File: src/hdl/ufn_pkg.sv
// ufn_pkg: shared constants and the pipeline control struct of the unit face normal block
// no dependencies
`default_nettype none
package ufn_pkg;

    localparam int COORD_WIDTH  = 16;
    localparam int NORMAL_WIDTH = 16;

    // control that travels with each request through the pipeline
    typedef struct packed {
        logic       valid;
        logic       deg;
        logic [2:0] neg;
    } ctl_t;

endpackage
`default_nettype wire

File: src/hdl/ufn_div_stage.sv
// ufn_div_stage: one bit of the rounded normalize search, for all three components
// depends on ufn_pkg (ctl_t)
`default_nettype none
module ufn_div_stage #(
    parameter int SW = 64,
    parameter int BW = 94,
    parameter int VW = 96,
    parameter int QW = 15,
    parameter int K  = 0
) (
    input  wire logic                  aclk,
    input  wire logic                  aresetn,
    input  wire logic                  en,
    input  wire ufn_pkg::ctl_t         ctl_in,
    input  wire logic [SW-1:0]         s_in,
    input  wire logic [BW-1:0]         t_in [3],
    input  wire logic [BW-1:0]         z_in [3],
    input  wire logic signed [VW-1:0]  v_in [3],
    input  wire logic [QW-1:0]         q_in [3],
    output ufn_pkg::ctl_t              ctl_out,
    output logic [SW-1:0]              s_out,
    output logic [BW-1:0]              t_out [3],
    output logic [BW-1:0]              z_out [3],
    output logic signed [VW-1:0]       v_out [3],
    output logic [QW-1:0]              q_out [3]
);

    ufn_pkg::ctl_t          ctl_reg;
    logic [SW-1:0]          s_reg;
    logic [BW-1:0]          t_reg [3];
    logic [BW-1:0]          z_reg [3];
    logic signed [VW-1:0]   v_reg [3];
    logic [QW-1:0]          q_reg [3];

    logic [BW-1:0]          z_next [3];
    logic signed [VW-1:0]   v_next [3];
    logic [QW-1:0]          q_next [3];

    logic signed [VW-1:0]   s_ext;
    logic signed [VW-1:0]   vs [3];
    logic signed [VW-1:0]   lhs [3];
    logic                   pass [3];

    assign s_ext = $signed({{(VW-SW){1'b0}}, s_in});

    // trial bit: (2q'-1)^2*S = Z + ((V + S<<K) << (K+2)), kept if within bound
    always_comb begin
        for (int i = 0; i < 3; i++) begin
            vs[i]   = v_in[i] + (s_ext <<< K);
            lhs[i]  = $signed({{(VW-BW){1'b0}}, z_in[i]}) + (vs[i] <<< (K + 2));
            pass[i] = lhs[i] <= $signed({{(VW-BW){1'b0}}, t_in[i]});
            if (pass[i]) begin
                z_next[i] = lhs[i][BW-1:0];
                v_next[i] = vs[i] + (s_ext <<< K);
                q_next[i] = q_in[i] | (QW'(1) << K);
            end else begin
                z_next[i] = z_in[i];
                v_next[i] = v_in[i];
                q_next[i] = q_in[i];
            end
        end
    end

    // control register
    always_ff @(posedge aclk) begin
        if (!aresetn) begin
            ctl_reg <= '0;
        end else if (en) begin
            ctl_reg <= ctl_in;
        end
    end

    // payload registers
    always_ff @(posedge aclk) begin
        if (en) begin
            s_reg <= s_in;
            for (int i = 0; i < 3; i++) begin
                t_reg[i] <= t_in[i];
                z_reg[i] <= z_next[i];
                v_reg[i] <= v_next[i];
                q_reg[i] <= q_next[i];
            end
        end
    end

    assign ctl_out = ctl_reg;
    assign s_out   = s_reg;
    assign t_out   = t_reg;
    assign z_out   = z_reg;
    assign v_out   = v_reg;
    assign q_out   = q_reg;

endmodule
`default_nettype wire

File: config.mk
export PLATFORM = sky130hd
export DESIGN_NAME = ufn_div_stage
export DESIGN_NICKNAME = d
export VERILOG_FILES = /design/src/hdl/ufn_pkg.sv /design/src/hdl/ufn_div_stage.sv
export SDC_FILE = /design/constraint.sdc
export NUM_CORES = 2
export LEC_CHECK = 0
export BUFFER_PORTS_ARGS = -buffer_cell sky130_fd_sc_hd__buf_4
export CAP_MARGIN = 10
export CORE_AREA = 2 2 743 745
export CTS_CLUSTER_SIZE = 40
export DETAILED_ROUTE_END_ITERATION = 6
export DIE_AREA = 0 0 745 747
export GPL_ROUTABILITY_DRIVEN = 0
export PLACE_DENSITY = 0.36
export SLEW_MARGIN = 20
export SYNTH_ARGS = -nofsm -noshare
export SYNTH_HDL_FRONTEND = slang
export SYNTH_SLANG_ARGS = --single-unit
export TNS_END_PERCENT = 5
File: constraint.sdc
create_clock -name aclk -period 11.8 [get_ports aclk]
set_input_delay 0.59 -clock aclk [delete_from_list [all_inputs] [get_ports aclk]]
set_output_delay 0.59 -clock aclk [all_outputs]
set_load 0.01 [all_outputs]
==> metrics.csv <==
stage,metric,value,unit
timing,final setup fails,0,
logic_synthesis,Synth warnings,0,
floorplan,Initial Util,0.152,
timing,period utilization,0.960,
clock_tree,CTS root buffer,clkbuf_16,
power,pwr dens,170,nW/µm²
timing,Final Hold Violating Endpoints,0,
logic_synthesis,Synth Flop Type,edfxtp_1,
critical_path,"slowest stage delay, CP",0.61,ns
power,Clock Power Share,0.229,
floorplan,Die Y,747,µm
global_route,first-pass GRT wire length,773000,µm
routing,post-route ant nets,0,
critical_path,CP max FO,21,
timing,Max Transition Viols Final,0,
timing,RSZ-0062 raised after global routing,false,
routing,drt wl/cell,31.1,µm
power,Switch Pwr,8.94,mW
routing,WL final,596000,µm
logic_synthesis,asr flop ratio synth,0,
clock_tree,Clock Sinks,966,
status,status,"complete, no violations",
critical_path,Setup crit end kind,flip-flop,
global_route,vias in the first global route,85100,
final_layout,ratio of cells with drive above 1 in the final layout,0.235,
global_route,largest net degree at the start of global routing,113,
critical_path,cell repeated most along the worst path,buf_4,
routing,DR pass1 iterations,6,
global_route,gr usage total,0.204,
critical_path,CP Launch Type,input port,
place,Post-Place Worst Slack,-1.86,ns
power,Switching Share,0.435,
timing,FMAX,88.3,MHz
timing,Worst Skew,0,ns
power,Leak,52.3,nW
logic_synthesis,Post-synth EDFFs,961,
logic_synthesis,Yosys cell types,94,
place,placed wire-length estimate,524000,µm
critical_path,CP bufs+invs,10,
final_layout,Synth-to-Final Area Change,45.1,%
timing,PnR worst setup slack,0.472,ns
power,Comb pwr share,0.523,
logic_synthesis,syn nets,10800,
clock_tree,CTS Buf Count,152,
floorplan,I/O pin total,1935,
power,Sequential Power Share,0.248,
critical_path,crit path kind,input port to flip-flop,
global_route,initial antenna violation count,200,
logic_synthesis,Post-Syn Area per Cell,9.42,µm²
clock_tree,CTS tree,done,
critical_path,CP required,12.39,ns
floorplan,Die W,745,µm
timing,Slew headroom,0.228,
routing,via count,83700,
final_layout,nets,13700,
critical_path,"Slowest-stage cell, CP",or4_1,
global_route,GR Overflow Total,0,
floorplan,Rows,272,
min_path,type of the worst min-delay path,input port to flip-flop,
flow_run,max-cap violation count,0,
timing,Tightest Pin Transition,1.13,ns
routing,DR iter-0 viols,5600,
floorplan,core area,548000,µm²
clock_tree,"Clk Latency, worst-skew pair",0.84,ns
logic_synthesis,sequential share of the synthesized area,0.347,
place,port bufs,1934,
floorplan,Die Area,557000,µm²
clock_tree,CTS H-Tree Depth,4,
clock_tree,clk slew on worst S/H paths,0.06,ns
routing,vias per inst,4.37,
final_layout,Finished Core Util,0.221,
critical_path,Worst EP arrival,11.92,ns
timing,Final TNS setup,0,ns
power,Cell Int Power,11.6,mW
logic_synthesis,"Cell Area, Synth",83400,µm²
clock_tree,clock tree buffer depth,4,
critical_path,Top delay family on crit path,compound AO/OA/AOI/OAI gates,
logic_synthesis,"flops & latches, synth",966,
power,Max VDD drop,0.000105,V
timing,Period minus WS final,11.33,ns
routing,DRC viols,0,
logic_synthesis,Synth Instances,8857,
==> worst register-to-register path: stages (launching register included) <==
cell and delay, ns:
dfxtp_1 0.31, mux2i_1 0.12, nor2b_1 0.05, dlygate4sd3_1 0.55
==> metrics by stage <==
step / cell area, µm² / hold slack [ns] / std cells / total power [mW]
6_report: 121000 / 0.0883 / 19200 / 20.6
5_1_grt: 121000 / 0.0356 / 19100 / 21.7
4_1_cts: 121000 / 0.000128 / 19100 / 20.9
3_5_place_dp: 110000 / 0.510 / 18200 / 15.8
3_3_place_gp: 110000 / 0.501 / 18200 / 15.9
2_1_floorplan: 83400 / 0.539 / 8857 / 10.4
==> flip-flops by register name (all words and copies together) (netlist names) <==
signal and cells:
t_out 282, s_out 64, ctl_out 5, q_out 45
z_out 282, v_out 288
==> power by group through the flow <==
stage | Combinational (mW) | Sequential, mW | Clock, mW
finish | 10.7 | 5.11 | 4.70
global route | 11.6 | 5.16 | 4.97
floorplan | 5.15 | 5.20 | 0
detailed placement | 10.6 | 5.17 | 0
CTS | 10.9 | 5.13 | 4.90
global placement | 10.7 | 5.21 | 0
==> final timing paths <==
kind	from	endpoint	slack, ns	cells past startpoint
worst min register to register	ctl_out[3]	ctl_out[3]	0.53	2
worst max-delay path	v_in[106]	z_out[121]	0.47	48
worst min-delay path	v_in[241]	v_out[241]	0.09	3
worst max register to register	ctl_out[2]	ctl_out[2]	10.66	3
==> routing by layer <==
layer | share of wire | track usage
met1 | 0.41 | 0.241
met2 | 0.50 | 0.370
met3 | 0.058 | 0.0386
met4 | 0.037 | 0.0647
met5 | 0.00064 | 0
==> final cells by class <==
cell class	count	area (µm²)
Antenna cell	58	145
Clock buffer	191	4060
Clock inverter	74	807
Fill cell	60500	427000
Inverter	521	1960
Multi-Input combinational cell	7076	51500
Sequential cell	966	29000
Tap cell	7261	9080
Timing Repair Buffer	3020	24500
==> kinds of logic (layout without fill, tap and decap cells) <==
| kind of cell | count (synthesis) | after routing | share of synthesized area |
|---|---|---|---|
| other cells | 0 | 58 | 0 |
| flops | 966 | 966 | 0.347 |
| simple gates | 2189 | 2189 | 0.128 |
| compound gates | 2808 | 2808 | 0.215 |
| fa+ha+maj | 951 | 951 | 0.143 |
| mux | 330 | 330 | 0.0444 |
| buf+inv | 815 | 3806 | 0.0384 |
| xor+xnor | 798 | 798 | 0.0839 |
==> synth_stat cells, drive strengths merged (133+ instances only) <==
cell,instances,area share
xor2,290,0.031
o21ai,501,0.030
nor2,551,0.025
o21bai,133,0.012
a21o,633,0.057
nand4,208,0.016
clkbuf,223,0.010
mux2,318,0.043
a21oi,908,0.055
nand2,605,0.027
ha,942,0.14
nand3,203,0.012
xnor2,508,0.053
edfxtp,961,0.35
inv,521,0.023
==> placed cells by master (no fill, tap or decap), types with 33 or more instances in the layout <==
master,n
clkbuf_16,156
a21oi_1,900
nand2b_1,85
and3_1,80
mux2_2,73
diode_2,58
mux2_1,245
a31oi_1,67
nand4_1,208
xnor2_1,508
o21bai_1,133
a21o_1,633
o21ai_0,404
o31ai_1,45
inv_1,520
o21ai_1,95
edfxtp_1,961
nand3_1,203
nor2_1,551
clkbuf_1,33
and4_1,34
and2_1,57
buf_4,2370
nor2b_1,78
ha_1,942
xor2_1,289
nor3_1,116
o211ai_1,43
dlygate4sd3_1,628
nand2_1,605
o21a_1,87
a211oi_1,63
==> repair_timing <==
action,4_1_cts,5_1_grt
pin swaps,0,5
hold endpoints to repair,627,0
hold buffers,628,0
setup buffers,0,3
setup endpoints to repair,189,377
resized for setup,7,16
(Power assumes the default switching activity.)
